===== src/rtl/pnei_pkg.sv =====
// pnei_pkg: shared types, widths and arithmetic helpers for the point normal edge block
// used by every rtl file of the block; depends on nothing
`default_nettype none
package pnei_pkg;

   localparam int unsigned PT_W    = 32;
   localparam int unsigned NRM_W   = 16;
   localparam int unsigned A_W     = 17;
   localparam int unsigned MAG_W   = 17;
   localparam int unsigned SQ_W    = 34;
   localparam int unsigned X_W     = 50;
   localparam int unsigned ROOT_W  = 25;
   localparam int unsigned REM_W   = 27;
   localparam int unsigned Q_W     = 15;
   localparam int unsigned NUM_W   = 41;
   localparam int unsigned DIV_W   = 26;
   localparam int unsigned PROD_W  = 32;
   localparam int unsigned WZ_W    = 53;
   localparam int unsigned ACC_W   = 54;
   localparam int unsigned W_W     = 20;
   localparam int unsigned INFO_W  = 32;
   localparam int unsigned MIDQ_DEPTH = 4;
   localparam int unsigned OUTQ_DEPTH = 2;

   localparam logic [W_W-1:0] NORMAL_WEIGHT_RESET = 20'd100000;
   localparam logic [INFO_W-1:0] INFO_ONE = 32'd1024;

   typedef struct packed {
      logic signed [31:0] first_point_x;
      logic signed [31:0] first_point_y;
      logic signed [31:0] first_point_z;
      logic signed [15:0] first_normal_x;
      logic signed [15:0] first_normal_y;
      logic signed [15:0] first_normal_z;
      logic signed [31:0] second_point_x;
      logic signed [31:0] second_point_y;
      logic signed [31:0] second_point_z;
      logic signed [15:0] second_normal_x;
      logic signed [15:0] second_normal_y;
      logic signed [15:0] second_normal_z;
   } req_type;

   typedef struct packed {
      logic signed [31:0] error_x;
      logic signed [31:0] error_y;
      logic signed [31:0] error_z;
      logic signed [31:0] info_xx;
      logic signed [31:0] info_xy;
      logic signed [31:0] info_xz;
      logic signed [31:0] info_yy;
      logic signed [31:0] info_yz;
      logic signed [31:0] info_zz;
      logic               degenerate;
   } rsp_type;

   typedef struct packed {
      logic [2:0][PT_W-1:0] err;
      logic [2:0][A_W-1:0]  sum;
      logic                 degen;
   } mid_type;

   typedef struct packed {
      logic [2:0][PT_W-1:0]  err;
      logic                  degen;
      logic [2:0][NRM_W-1:0] n;
      logic [2:0][NRM_W-1:0] u;
   } side_type;

   typedef struct packed {
      logic                  valid;
      logic [2:0][MAG_W-1:0] mag;
      logic [2:0]            neg;
      logic [2:0][SQ_W-1:0]  sq;
      side_type              side;
   } sq_stage_type;

   typedef struct packed {
      logic                  valid;
      logic [2:0][MAG_W-1:0] mag;
      logic [2:0]            neg;
      logic [X_W-1:0]        x;
      logic [REM_W-1:0]      rem;
      logic [ROOT_W-1:0]     root;
      side_type              side;
   } rt_stage_type;

   typedef struct packed {
      logic                  valid;
      logic [2:0]            neg;
      logic [2:0][NUM_W-1:0] num;
      logic [2:0][Q_W-1:0]   q;
      logic [DIV_W-1:0]      d;
      logic                  zero;
      side_type              side;
   } dv_stage_type;

   typedef struct packed {
      logic                valid;
      logic [2:0][A_W-1:0] a;
      side_type            side;
   } a_stage_type;

   typedef struct packed {
      logic                   valid;
      logic [5:0][PROD_W-1:0] p;
      side_type               side;
   } cp_stage_type;

   typedef struct packed {
      logic                        valid;
      logic [5:0][2:0][PROD_W-1:0] p;
      logic [2:0][PT_W-1:0]        err;
      logic                        degen;
   } p1_stage_type;

   typedef struct packed {
      logic                    valid;
      logic [5:0][PROD_W:0]    sxy;
      logic [5:0][WZ_W-1:0]    wz;
      logic [2:0][PT_W-1:0]    err;
      logic                    degen;
   } p2_stage_type;

   typedef struct packed {
      logic                  valid;
      logic [5:0][ACC_W-1:0] acc;
      logic [2:0][PT_W-1:0]  err;
      logic                  degen;
   } p3_stage_type;

   function automatic logic [MAG_W-1:0] mag_a(input logic signed [A_W-1:0] a);
      return a[A_W-1] ? MAG_W'(-a) : MAG_W'(a);
   endfunction

   function automatic logic [NRM_W-1:0] mag_n(input logic signed [NRM_W-1:0] a);
      return a[NRM_W-1] ? NRM_W'(-a) : NRM_W'(a);
   endfunction

   function automatic logic [PT_W-1:0] sat32(input logic signed [PT_W:0] x);
      logic [PT_W-1:0] r;
      if (x > 33'sd2147483647) begin
         r = 32'h7fff_ffff;
      end else if (x < -33'sd2147483648) begin
         r = 32'h8000_0000;
      end else begin
         r = x[PT_W-1:0];
      end
      return r;
   endfunction

   function automatic logic [A_W-1:0] rnd14(input logic signed [PROD_W-1:0] a,
                                            input logic signed [PROD_W-1:0] b);
      logic signed [PROD_W:0] d;
      logic [PROD_W:0]        m;
      logic [PROD_W:0]        r;
      d = (PROD_W+1)'(a) - (PROD_W+1)'(b);
      m = d[PROD_W] ? (PROD_W+1)'(-d) : (PROD_W+1)'(d);
      r = (m + (PROD_W+1)'(1 << 13)) >> 14;
      return d[PROD_W] ? A_W'(-r) : A_W'(r);
   endfunction

   function automatic logic [INFO_W-1:0] info_round(input logic signed [ACC_W-1:0] x);
      logic [ACC_W-1:0]        m;
      logic [ACC_W-1:0]        r;
      logic signed [PT_W:0]    s;
      m = x[ACC_W-1] ? ACC_W'(-x) : ACC_W'(x);
      r = (m + ACC_W'(1 << 17)) >> 18;
      if (r > ACC_W'(33'd2147483648)) begin
         s = x[ACC_W-1] ? -33'sd2147483649 : 33'sd2147483648;
      end else begin
         s = x[ACC_W-1] ? -$signed((PT_W+1)'(r)) : $signed((PT_W+1)'(r));
      end
      return sat32(s);
   endfunction

endpackage
`default_nettype wire


===== src/rtl/pnei_front.sv =====
// pnei_front: accepts request beats, forms the saturated error and normal sum, queues them
// depends on pnei_pkg
`default_nettype none
module pnei_front (
   input  logic              clock,
   input  logic              reset,
   input  logic              req_push,
   output logic              req_full,
   input  pnei_pkg::req_type req_data,
   output logic              mid_valid,
   input  logic              mid_pop,
   output pnei_pkg::mid_type mid_data
);
   import pnei_pkg::*;

   localparam int unsigned AW = $clog2(MIDQ_DEPTH);
   localparam int unsigned CW = $clog2(MIDQ_DEPTH + 1);

   mid_type        q_ff [MIDQ_DEPTH];
   logic [AW-1:0]  head_ff, head_in, tail_ff, tail_in;
   logic [CW-1:0]  count_ff, count_in;
   mid_type        item;
   logic           push;
   logic           pop;

   always_comb begin
      item.err[0] = sat32((PT_W+1)'(req_data.first_point_x) - (PT_W+1)'(req_data.second_point_x));
      item.err[1] = sat32((PT_W+1)'(req_data.first_point_y) - (PT_W+1)'(req_data.second_point_y));
      item.err[2] = sat32((PT_W+1)'(req_data.first_point_z) - (PT_W+1)'(req_data.second_point_z));
      item.sum[0] = A_W'(req_data.first_normal_x) + A_W'(req_data.second_normal_x);
      item.sum[1] = A_W'(req_data.first_normal_y) + A_W'(req_data.second_normal_y);
      item.sum[2] = A_W'(req_data.first_normal_z) + A_W'(req_data.second_normal_z);
      item.degen  = (item.sum[0] == '0) && (item.sum[1] == '0) && (item.sum[2] == '0);
   end

   assign req_full  = (count_ff == CW'(MIDQ_DEPTH));
   assign mid_valid = (count_ff != '0);
   assign mid_data  = q_ff[head_ff];
   assign push      = req_push && !req_full;
   assign pop       = mid_pop && mid_valid;

   always_comb begin
      head_in  = pop ? head_ff + AW'(1) : head_ff;
      tail_in  = push ? tail_ff + AW'(1) : tail_ff;
      count_in = count_ff + CW'(push) - CW'(pop);
   end

   always_ff @(posedge clock) begin
      if (reset) begin
         head_ff  <= '0;
         tail_ff  <= '0;
         count_ff <= '0;
      end else begin
         head_ff  <= head_in;
         tail_ff  <= tail_in;
         count_ff <= count_in;
      end
   end

   always_ff @(posedge clock) begin
      if (push) begin
         q_ff[tail_ff] <= item;
      end
   end

endmodule
`default_nettype wire


===== config.mk =====
export PLATFORM = sky130hd
export DESIGN_NAME = pnei_front
export DESIGN_NICKNAME = d
export VERILOG_FILES = /design/src/rtl/pnei_pkg.sv /design/src/rtl/pnei_front.sv
export SDC_FILE = /design/constraint.sdc
export NUM_CORES = 1
export LEC_CHECK = 0
export BUFFER_PORTS_ARGS = -buffer_cell sky130_fd_sc_hd__buf_2
export CAP_MARGIN = 20
export CORE_MARGIN = 8
export CORE_UTILIZATION = 55
export DETAILED_ROUTE_END_ITERATION = 12
export PLACE_DENSITY = 0.77
export SLEW_MARGIN = 15
export SYNTH_ARGS = -nofsm -noshare
export SYNTH_HDL_FRONTEND = slang
export SYNTH_SLANG_ARGS = --single-unit

===== constraint.sdc =====
create_clock -name clock -period 7 [get_ports clock]
set_clock_uncertainty 0.1 [all_clocks]
set_input_delay 1.4 -clock clock [delete_from_list [all_inputs] [get_ports clock]]
set_output_delay 1.4 -clock clock [all_outputs]
set_load 0.005 [all_outputs]

* Word-level counts from Yosys, hierarchy flattened *
Memories as Yosys holds them, arrays and structs flattened. A register that Yosys moved wholly into a read port is not among the register bits.
Index checks and enable logic that the tools add are counted.

word-level totals
  memories kept = 1
  memory bits (writable) = 592
  register bits after elaboration = 7
  output and inout port bits = 150
  ROM bits = 0
  word-level logic and storage cells = 40
  bits in latches = 0
  input port bits = 292

memories
  memory  words  bits a word  read ports  clocked after memory_dff  write ports  RTL line          RTL
  q_ff    4      148          1           1                         1            pnei_front.sv:19  mid_type q_ff [MIDQ_DEPTH];

cells by class
  $lt $le $gt $ge = 6
  reductions and logical operators = 9
  muxes and demuxes = 10
  equal/unequal tests = 1
  divide/modulo/power cells = 0
  multiply operators = 0
  $add $sub $neg = 10
  bitwise operators = 0
  shifts and indexed selects = 0

operators with widths
  cell                    number
  $mux W32                6
  $gt A33 B32 Y1 const B  3
  $lt A33 B32 Y1 const B  3
  $sub A32 B32 Y33        3
  $add A16 B16 Y17        3
  $logic_not A17 Y1       3
  $add A2 B1 Y2 const B   2
  $logic_and A1 B1 Y1     4
  $mux W2                 2
  $add A3 B1 Y3           1
  $eq A3 B3 Y1 const B    1
  $reduce_bool A3 Y1      1
  $sub A3 B1 Y3           1
  $mux W1                 2
  $logic_not A1 Y1        1

* Logic depth before layout (Yosys ltp) *
Gate-level depths: netlist (run 1).

  depth after elaboration = 5
  mapped depth = 15
  gate-level depth less buffers = 13

* Worst setup path after synthesis (run 1) *
Ideal clock, no wire load.

  kind = input to register
  from = input port req_push
  to = memory q_ff[1][0] (netlist bit), enable pin
  data arrival time = 5167 ps
  cell stages on the path = 3
  library setup time = 525 ps
  slack = 1207 ps
  required time = 6375 ps
  buffers on the path = 1
  cells stage by stage = nor2b_1 > clkbuf_1 > and2_1

on the way
  word-level cells in the longest chain between the ends = 3

RTL lines
  element                        RTL line          RTL
  start, declared                pnei_front.sv:7   input logic req_push,
  $logic_and A1 B1 Y1            pnei_front.sv:39  assign push = req_push && !req_full;
  $mux W1                        pnei_front.sv:61  if (push) begin
  $mux W1 (not written as such)  pnei_front.sv:62  q_ff[tail_ff] <= item;
  end, declared                  pnei_front.sv:19

Every way passes these cells.

==> impl_metrics.xml, run 1 <==
<?xml version="1.0" encoding="UTF-8"?>
<metrics>
  <group name="sta">
    <metric name="grt_setup_unrepaired" unit="">no</metric>
    <metric name="max-slew-margin-rel" unit="%">31.1</metric>
    <metric name="setup_ws" unit="ns">1.83</metric>
    <metric name="max_slew.worst_pin.slew" unit="ns">1.01</metric>
    <metric name="min_period_over_period" unit="%">73.9</metric>
    <metric name="final.min_clock_period" unit="ns">5.17</metric>
    <metric name="finalSetupViolations" unit="">0</metric>
    <metric name="pins_over_slew_limit" unit="">0</metric>
    <metric name="tns" unit="ns">0</metric>
    <metric name="achievable-frequency" unit="MHz">193</metric>
    <metric name="hold_viol" unit="">0</metric>
  </group>
  <group name="routing">
    <metric name="drc_errors" unit="">0</metric>
    <metric name="drt-total-wl" unit="microns">72400</metric>
    <metric name="via_per_inst" unit="">5.93</metric>
    <metric name="drtPass1Iterations" unit="">5</metric>
    <metric name="detailroute.via_count" unit="">19051</metric>
    <metric name="drtIter0Drc" unit="">1406</metric>
    <metric name="wire_length_per_cell_after_detailed_routing" unit="microns">22.5</metric>
    <metric name="route.antenna.remaining_nets" unit="">0</metric>
  </group>
  <group name="clock_network">
    <metric name="clock_path_buffers" unit="">3</metric>
    <metric name="cts.clk_slew.worst_paths" unit="ns">0.06</metric>
    <metric name="post_cts_hold_buffer_count" unit="">0</metric>
    <metric name="tritoncts" unit="">done</metric>
    <metric name="postCtsSetupBuffers" unit="">0</metric>
    <metric name="cts_inserted_buffers" unit="">59</metric>
    <metric name="worst_skew_pair.late_latency" unit="ns">0.61</metric>
    <metric name="cts.repair.resized" unit="">0</metric>
    <metric name="htreeDepth" unit="">2</metric>
    <metric name="cts.sink_count" unit="">601</metric>
    <metric name="clock_tree.root_cell" unit="">sky130_fd_sc_hd__clkbuf_16</metric>
  </group>
  <group name="layout">
    <metric name="area_growth_syn_to_layout" unit="%">16.8</metric>
    <metric name="num-nets-final" unit="">2916</metric>
    <metric name="num_antenna_cells" unit="">0</metric>
    <metric name="drive_gt1_share" unit="%">28.3</metric>
  </group>
  <group name="worst_setup_path">
    <metric name="r2r_start" unit="">count_ff[1]$_SDFF_PP0_</metric>
    <metric name="worst_setup_path_end_kind" unit="">flip-flop</metric>
    <metric name="path_class" unit="">input port to flip-flop</metric>
    <metric name="timing.critical_path.from_type" unit="">input port</metric>
    <metric name="crit_required" unit="ns">7.22</metric>
    <metric name="cp-startpoint" unit="">req_data[32]</metric>
    <metric name="crit_path_cell_trace" unit="">buf_2 &gt; ha_1 &gt; inv_1 &gt; fa_1 &gt; nor2b_4 &gt; o31a_1 &gt; o31a_1 &gt; o2111a_1 &gt; or3_4 &gt; a2111oi_4 &gt; nand4b_1 &gt; nor4_1 &gt; nand4b_1 &gt; nor4_1</metric>
    <metric name="timing.critical_path.fanout_max" unit="">4</metric>
    <metric name="cp_data_arrival_time" unit="ns">5.39</metric>
    <metric name="critPathMaxStageDelay" unit="ns">0.70</metric>
    <metric name="path_buf_inv" unit="">2</metric>
    <metric name="critical-path-top-delay-family" unit="">simple AND/OR/NAND/NOR gates</metric>
    <metric name="cpMaxStageDelayCell" unit="">sky130_fd_sc_hd__nor4_1</metric>
  </group>
  <group name="synthesis">
    <metric name="dominantRegCellSynth" unit="">sky130_fd_sc_hd__edfxtp_1</metric>
    <metric name="syn-instance-count" unit="">2016</metric>
    <metric name="yosysUniqueCellTypes" unit="">71</metric>
    <metric name="netlist_area" unit="sq mm">0.0297</metric>
    <metric name="post-synth-top-count-cell" unit="">sky130_fd_sc_hd__edfxtp_1</metric>
    <metric name="netlist_top_cells_area" unit="">sky130_fd_sc_hd__edfxtp_1 60%, sky130_fd_sc_hd__mux4_2 11%, sky130_fd_sc_hd__ha_1 6.3%</metric>
    <metric name="synth-async-reset-ratio" unit="%">0</metric>
    <metric name="syn-num-nets" unit="">2465</metric>
    <metric name="synthesis.area_per_instance" unit="sq um">14.7</metric>
    <metric name="yosysSeqAreaShare" unit="%">60.4</metric>
    <metric name="synth_enable_flop_cells" unit="">592</metric>
    <metric name="ys_warn_count" unit="">0</metric>
    <metric name="synth.largest_area_cell" unit="">sky130_fd_sc_hd__edfxtp_1</metric>
    <metric name="synth_top_area_share" unit="%">59.8</metric>
    <metric name="synthTopCellsByCount" unit="">592 x sky130_fd_sc_hd__edfxtp_1, 150 x sky130_fd_sc_hd__ha_1, 148 x sky130_fd_sc_hd__mux4_2</metric>
    <metric name="ys_seq_elements" unit="">601</metric>
  </group>
  <group name="global_routing">
    <metric name="pin_count_of_the_biggest_net_entering_global_routing" unit="">128</metric>
    <metric name="grt_pass1_wl" unit="microns">113000</metric>
    <metric name="track_usage" unit="%">22.8</metric>
    <metric name="overflow" unit="">0</metric>
    <metric name="number_of_antenna_violations_at_the_first_check_in_global_routing" unit="">0</metric>
    <metric name="grt_pass1_vias" unit="">20222</metric>
  </group>
  <group name="power_and_ir_drop">
    <metric name="vdd_ir_drop_max" unit="mV">0.224</metric>
    <metric name="power_per_cell_area" unit="mW/mm^2">323</metric>
    <metric name="leakagePower" unit="nW">13.0</metric>
  </group>
  <group name="placed_design">
    <metric name="finalWeightedCongestion" unit="">0.905</metric>
    <metric name="post-dp-hpwl" unit="microns">50700</metric>
    <metric name="detailedPlace.worstSlack" unit="ns">1.20</metric>
    <metric name="count_of_input_and_output_buffers" unit="">441</metric>
  </group>
  <group name="worst_hold_path">
    <metric name="holdCritStartpoint" unit="">head_ff[1]$_SDFFE_PP0P_</metric>
    <metric name="holdCritPathClass" unit="">flip-flop to flip-flop</metric>
  </group>
  <group name="die">
    <metric name="placeableCoreArea" unit="sq mm">0.0536</metric>
    <metric name="die_area" unit="sq mm">0.0618</metric>
    <metric name="die_width" unit="microns">249</metric>
    <metric name="num_io_pins" unit="">442</metric>
    <metric name="fp-row-count" unit="">85</metric>
    <metric name="die_h" unit="microns">249</metric>
    <metric name="initial_core_util" unit="%">55.5</metric>
  </group>
  <group name="outcome">
    <metric name="outcome" unit="">complete, no violations</metric>
  </group>
  <group name="run">
    <metric name="max-cap-violations" unit="">0</metric>
  </group>
</metrics>
-- worst paths after layout --
kind / to / slack, ns / depth (start not counted)
hold / removal: flip-flop / 0.45 / 2
setup / recovery: q_ff[2][0]$_DFFE_PP_ / 1.83 / 14
setup reg to reg: q_ff[3][1]$_DFFE_PP_ / 3.98 / 4
hold reg to reg: flip-flop / 0.45 / 2
-- metal layers --
metal,track usage [%],vias to the layer above,wire length [microns]
met5,0,-,0
met4,8.55,0,2470
met3,3.80,114,4050
met2,39.8,657,37000
met1,28.4,9472,28900
li1,-,8808,-
-- through the flow --
stage | utilization (%) | hold WS, ns | instance area (sq um) | instances | total power [mW]
2_1_floorplan | - | 0.385 | 29700 | 2016 | 6.85
3_5_place_dp | 61.1 | 0.435 | 32700 | 3101 | 8.10
4_1_cts | 64.8 | 0.453 | 34700 | 3211 | 11.3
3_3_place_gp | 61.1 | 0.397 | 32700 | 3101 | 8.02
6_report | 64.8 | 0.447 | 34700 | 3212 | 11.2
5_1_grt | 64.8 | 0.472 | 34700 | 3212 | 11.7
-- tightest hold or removal path, delay by kind of cell, from the launching register on --
kind             cells  cell delay (ns)
XOR/XNOR             1             0.07
flip-flops           1             0.33
AND/OR/NAND/NOR      1             0.11
-- cell families after synthesis --
logic type	after synthesis	share of synthesized area, %
AOI/OAI and AO/OA	464	9.79
xor gates and xnor gates	112	3.30
adders and majority gates	165	7.05
buffers and inverters	199	2.59
DFF	601	60.4
muxes	153	11.4
and+or+nand+nor	322	5.48
-- state kept, by name (all words and copies together) (netlist names), named ones only --
signal	flops
head_ff	2
count_ff	3
tail_ff	2
q_ff	592
-- layout by cell type, fill, tap and decap left out, types with 8 or more instances in the layout --
master | netlist | layout
sky130_fd_sc_hd__xor2_1 | 52 | 52
sky130_fd_sc_hd__edfxtp_1 | 592 | 592
sky130_fd_sc_hd__nor2b_1 | 27 | 27
sky130_fd_sc_hd__a211oi_1 | 21 | 21
sky130_fd_sc_hd__nor4_1 | 8 | 8
sky130_fd_sc_hd__nand2b_1 | 20 | 20
sky130_fd_sc_hd__o21a_1 | 27 | 27
sky130_fd_sc_hd__a21oi_1 | 144 | 144
sky130_fd_sc_hd__nand2_1 | 66 | 66
sky130_fd_sc_hd__maj3_1 | 8 | 8
sky130_fd_sc_hd__clkbuf_1 | 36 | 8
sky130_fd_sc_hd__mux4_2 | 148 | 148
sky130_fd_sc_hd__o31ai_1 | 10 | 10
sky130_fd_sc_hd__and2_1 | 13 | 9
sky130_fd_sc_hd__o31a_1 | 9 | 9
sky130_fd_sc_hd__inv_1 | 135 | 135
sky130_fd_sc_hd__and3_1 | 11 | 11
sky130_fd_sc_hd__o21ai_1 | 70 | 70
sky130_fd_sc_hd__o21ai_0 | 49 | 49
sky130_fd_sc_hd__nand3_1 | 27 | 27
sky130_fd_sc_hd__o211ai_1 | 12 | 12
sky130_fd_sc_hd__clkbuf_16 | 0 | 60
sky130_fd_sc_hd__ha_1 | 150 | 150
sky130_fd_sc_hd__buf_2 | 7 | 441
sky130_fd_sc_hd__clkinv_1 | 0 | 16
sky130_fd_sc_hd__nor3_1 | 26 | 26
sky130_fd_sc_hd__nor2_1 | 81 | 80
sky130_fd_sc_hd__a21o_1 | 53 | 53
sky130_fd_sc_hd__bufinv_16 | 0 | 9
sky130_fd_sc_hd__a31oi_1 | 14 | 14
sky130_fd_sc_hd__o21bai_1 | 8 | 8
sky130_fd_sc_hd__nand4_1 | 10 | 10
sky130_fd_sc_hd__xnor2_1 | 60 | 60
-- report_power, final --
| group | switching [mW] | total, mW | internal [mW] | leakage, nW |
|---|---|---|---|---|
| logic | 1.75 | 3.14 | 1.39 | 6.63 |
| clock network | 1.32 | 3.22 | 1.90 | 0.949 |
| registers | 0.180 | 4.86 | 4.68 | 5.46 |
| total | 3.25 | 11.2 | 7.96 | 13.0 |
-- cell type report --
type,instances,area (sq um)
clock buffer,68,1530
clock inverter,42,453
fill,3836,18900
inverter,136,510
multi-input combinational,1216,11000
sequential,601,18000
tap,696,871
timing repair buffer,453,2370
Power figures use the tool's default switching activity.
==> inputs of run 2 (changes only) <==
--- a/config.mk
+++ b/config.mk
@@ -8,7 +8,7 @@
 export BUFFER_PORTS_ARGS = -buffer_cell sky130_fd_sc_hd__buf_2
 export CAP_MARGIN = 20
 export CORE_MARGIN = 8
-export CORE_UTILIZATION = 55
+export CORE_UTILIZATION = 52
 export DETAILED_ROUTE_END_ITERATION = 12
 export PLACE_DENSITY = 0.77
 export SLEW_MARGIN = 15
==> constraint.sdc (replaced) <==
create_clock -name clock -period 4.35 [get_ports clock]
set_clock_uncertainty 0.1 [all_clocks]
set_input_delay 0.87 -clock clock [delete_from_list [all_inputs] [get_ports clock]]
set_output_delay 0.87 -clock clock [all_outputs]
set_load 0.005 [all_outputs]
==> run 2 against run 1 <==
Core utilization is 1.1 points lower. Flip-flop and latch count stayed put. Register-to-register slack worse by 2.2 ns. Worst hold slack worse by 0.013 ns. Clock power is 62% higher. First-iteration DRC count is 1.9% higher. Sequential power is 60% higher. Via count is 4.0% higher. Die area is 5.4% higher. Critical path type unchanged. Critical endpoint is now q_ff[0][0]$_DFFE_PP_. Largest power group unchanged. Highest routed layer unchanged.
==> impl_metrics.xml, run 2 (synthesis results as in run 1) <==
<?xml version="1.0" encoding="UTF-8"?>
<metrics>
  <group name="die">
    <metric name="num_io_pins" unit="">442</metric>
    <metric name="die_area" unit="sq mm">0.0651</metric>
    <metric name="die_h" unit="microns">255</metric>
    <metric name="die_width" unit="microns">255</metric>
    <metric name="initial_core_util" unit="%">52.6</metric>
    <metric name="fp-row-count" unit="">87</metric>
    <metric name="placeableCoreArea" unit="sq mm">0.0565</metric>
  </group>
  <group name="outcome">
    <metric name="outcome" unit="">complete, no violations</metric>
  </group>
  <group name="placed_design">
    <metric name="finalWeightedCongestion" unit="">0.919</metric>
    <metric name="dpl_cell_area" unit="sq mm">0.0339</metric>
    <metric name="count_of_input_and_output_buffers" unit="">441</metric>
    <metric name="post-dp-hpwl" unit="microns">53900</metric>
  </group>
  <group name="power_and_ir_drop">
    <metric name="power_per_cell_area" unit="mW/mm^2">512</metric>
    <metric name="power_frac_clock" unit="%">28.3</metric>
    <metric name="vdd_ir_drop_max" unit="mV">0.347</metric>
    <metric name="internal_dissipation" unit="mW">13.1</metric>
    <metric name="pwr-share-seq" unit="%">42.3</metric>
    <metric name="total_power" unit="mW">18.4</metric>
    <metric name="power.net_switching" unit="mW">5.35</metric>
    <metric name="power_frac_comb" unit="%">29.5</metric>
    <metric name="sw_frac_of_total" unit="%">29.1</metric>
    <metric name="leakagePower" unit="nW">13.7</metric>
  </group>
  <group name="sta">
    <metric name="max_slew.worst_pin.slew" unit="ns">0.738</metric>
    <metric name="pins_over_slew_limit" unit="">0</metric>
    <metric name="final.min_clock_period" unit="ns">4.15</metric>
    <metric name="min_period_over_period" unit="%">95.3</metric>
    <metric name="hold_viol" unit="">0</metric>
    <metric name="max-slew-margin-rel" unit="%">50.7</metric>
    <metric name="tns" unit="ns">0</metric>
    <metric name="finalSetupViolations" unit="">0</metric>
    <metric name="achievable-frequency" unit="MHz">241</metric>
    <metric name="grt_setup_unrepaired" unit="">no</metric>
  </group>
  <group name="worst_setup_path">
    <metric name="crit_path_cell_trace" unit="">buf_2 &gt; ha_1 &gt; inv_1 &gt; fa_1 &gt; nor2b_1 &gt; o31a_1 &gt; o21ai_1 &gt; xnor2_1 &gt; or4_1 &gt; nor4_4 &gt; buf_4 &gt; nand4b_1 &gt; nor4_2 &gt; nand4b_1 &gt; nor4_2 &gt; buf_4</metric>
    <metric name="critPathMaxStageDelay" unit="ns">0.58</metric>
    <metric name="cp_data_arrival_time" unit="ns">4.52</metric>
    <metric name="timing.critical_path.from_type" unit="">input port</metric>
    <metric name="path_class" unit="">input port to flip-flop</metric>
    <metric name="timing.critical_path.fanout_max" unit="">5</metric>
    <metric name="critical-path-top-delay-family" unit="">simple AND/OR/NAND/NOR gates</metric>
    <metric name="worst_setup_path_end_kind" unit="">flip-flop</metric>
    <metric name="cpMaxStageDelayCell" unit="">sky130_fd_sc_hd__or4_1</metric>
    <metric name="crit_required" unit="ns">4.72</metric>
    <metric name="r2r_slack" unit="ns">1.76</metric>
    <metric name="path_buf_inv" unit="">4</metric>
  </group>
  <group name="routing">
    <metric name="drt-total-wl" unit="microns">74800</metric>
    <metric name="drtPass1Iterations" unit="">7</metric>
    <metric name="drtIter0Drc" unit="">1433</metric>
    <metric name="detailroute.via_count" unit="">19804</metric>
    <metric name="via_per_inst" unit="">5.81</metric>
    <metric name="wire_length_per_cell_after_detailed_routing" unit="microns">22.0</metric>
    <metric name="drc_errors" unit="">0</metric>
    <metric name="route.antenna.remaining_nets" unit="">0</metric>
  </group>
  <group name="clock_network">
    <metric name="clock_tree.root_cell" unit="">sky130_fd_sc_hd__clkbuf_16</metric>
    <metric name="cts.clk_slew.worst_paths" unit="ns">0.07</metric>
    <metric name="worst_skew_pair.late_latency" unit="ns">0.61</metric>
    <metric name="tritoncts" unit="">done</metric>
    <metric name="cts_inserted_buffers" unit="">59</metric>
    <metric name="cts.sink_count" unit="">601</metric>
    <metric name="clock_path_buffers" unit="">3</metric>
    <metric name="htreeDepth" unit="">2</metric>
  </group>
  <group name="layout">
    <metric name="total_area_of_multi_input_combinational_cells" unit="sq mm">0.0111</metric>
    <metric name="num-nets-final" unit="">3050</metric>
    <metric name="drive_gt1_share" unit="%">32.2</metric>
    <metric name="reg_top3" unit="">q_ff: 592 flops, count_ff: 3 flops</metric>
    <metric name="largest_register_ffs" unit="">592</metric>
    <metric name="regArea" unit="sq mm">0.0180</metric>
    <metric name="register_with_the_highest_flop_count" unit="">q_ff</metric>
    <metric name="fillerInstances" unit="">4165</metric>
    <metric name="area_growth_syn_to_layout" unit="%">21.1</metric>
    <metric name="mostFrequentLayoutCell" unit="">sky130_fd_sc_hd__edfxtp_1</metric>
    <metric name="final_design_area_no_fill" unit="sq mm">0.0360</metric>
    <metric name="layout.cells.most_common_list" unit="">592 x sky130_fd_sc_hd__edfxtp_1, 441 x sky130_fd_sc_hd__buf_2, 150 x sky130_fd_sc_hd__ha_1, 148 x sky130_fd_sc_hd__mux4_2, 144 x sky130_fd_sc_hd__a21oi_1</metric>
  </group>
  <group name="global_routing">
    <metric name="grt_pass1_vias" unit="">20865</metric>
    <metric name="track_usage" unit="%">22.4</metric>
    <metric name="grt_pass1_wl" unit="microns">114000</metric>
    <metric name="number_of_antenna_violations_at_the_first_check_in_global_routing" unit="">0</metric>
    <metric name="overflow" unit="">0</metric>
    <metric name="pin_count_of_the_biggest_net_entering_global_routing" unit="">74</metric>
  </group>
  <group name="run">
    <metric name="max-cap-violations" unit="">0</metric>
  </group>
  <group name="worst_hold_path">
    <metric name="holdCritPathClass" unit="">input port to flip-flop</metric>
  </group>
</metrics>
==> run 2: worst register-to-register path, delay by kind of cell (launching register included) <==
family | cells | cell delay, ns
XOR/XNOR | 2 | 0.31
adder cells (fa/ha/maj) | 3 | 0.80
buffers and inverters | 3 | 0.21
flip-flops | 1 | 0.42
AND/OR/NAND/NOR | 3 | 0.62
==> run 2: final timing paths <==
check                     startpoint                endpoint  depth (start not counted)
max                     req_data[16]    q_ff[0][0]$_DFFE_PP_                         16
min                            reset               flip-flop                          2
max reg2reg   count_ff[1]$_SDFF_PP0_  count_ff[2]$_SDFF_PP0_                         11
min reg2reg  head_ff[0]$_SDFFE_PP0P_               flip-flop                          2
==> run 2: power by group through the flow <==
stage | clock network, mW | logic (mW) | registers, mW
after global routing | 5.50 | 5.85 | 7.85
after floorplan | 0 | 3.19 | 7.78
final | 5.21 | 5.42 | 7.78
after CTS | 5.29 | 5.52 | 7.79
after detailed placement | 0 | 5.49 | 7.90
after global placement | 0 | 5.40 | 7.84
==> run 2: cell type report <==
type	count	area share [%]
multi-input cells	1216	30.7
clock buffers	72	4.30
inverters	136	1.42
diodes	1	0.00695
well taps	756	2.63
clock inverters	38	1.24
flip-flops and latches	601	49.9
repair buffers	587	9.77
==> run 2: metrics by stage <==
step           hold slack (ns)  std cells  util [%]  setup WS, ns
2_1_floorplan            0.385       2016         -         0.265
3_3_place_gp             0.397       3294      60.1        -0.485
3_5_place_dp             0.439       3294      60.1        -0.603
4_1_cts                  0.398       3404      63.6        0.0127
5_1_grt                  0.418       3406      63.7         0.112
6_report                 0.434       3407      63.7         0.204
==> run 2: layer usage <==
metal	global-route usage (%)	wire, microns	vias up
li1	-	-	9078
met1	27.9	29900	9954
met2	39.7	38200	662
met3	4.02	4740	110
met4	6.55	2000	0
met5	0	0	-
==> run 2: what timing repair did <==
| action | 4_1_cts | 5_1_grt |
|---|---|---|
| setup buffers | 0 | 2 |
| hold buffers | 0 | 0 |
| endpoints found under the setup margin | 0 | 4 |
| resized for setup | 0 | 5 |
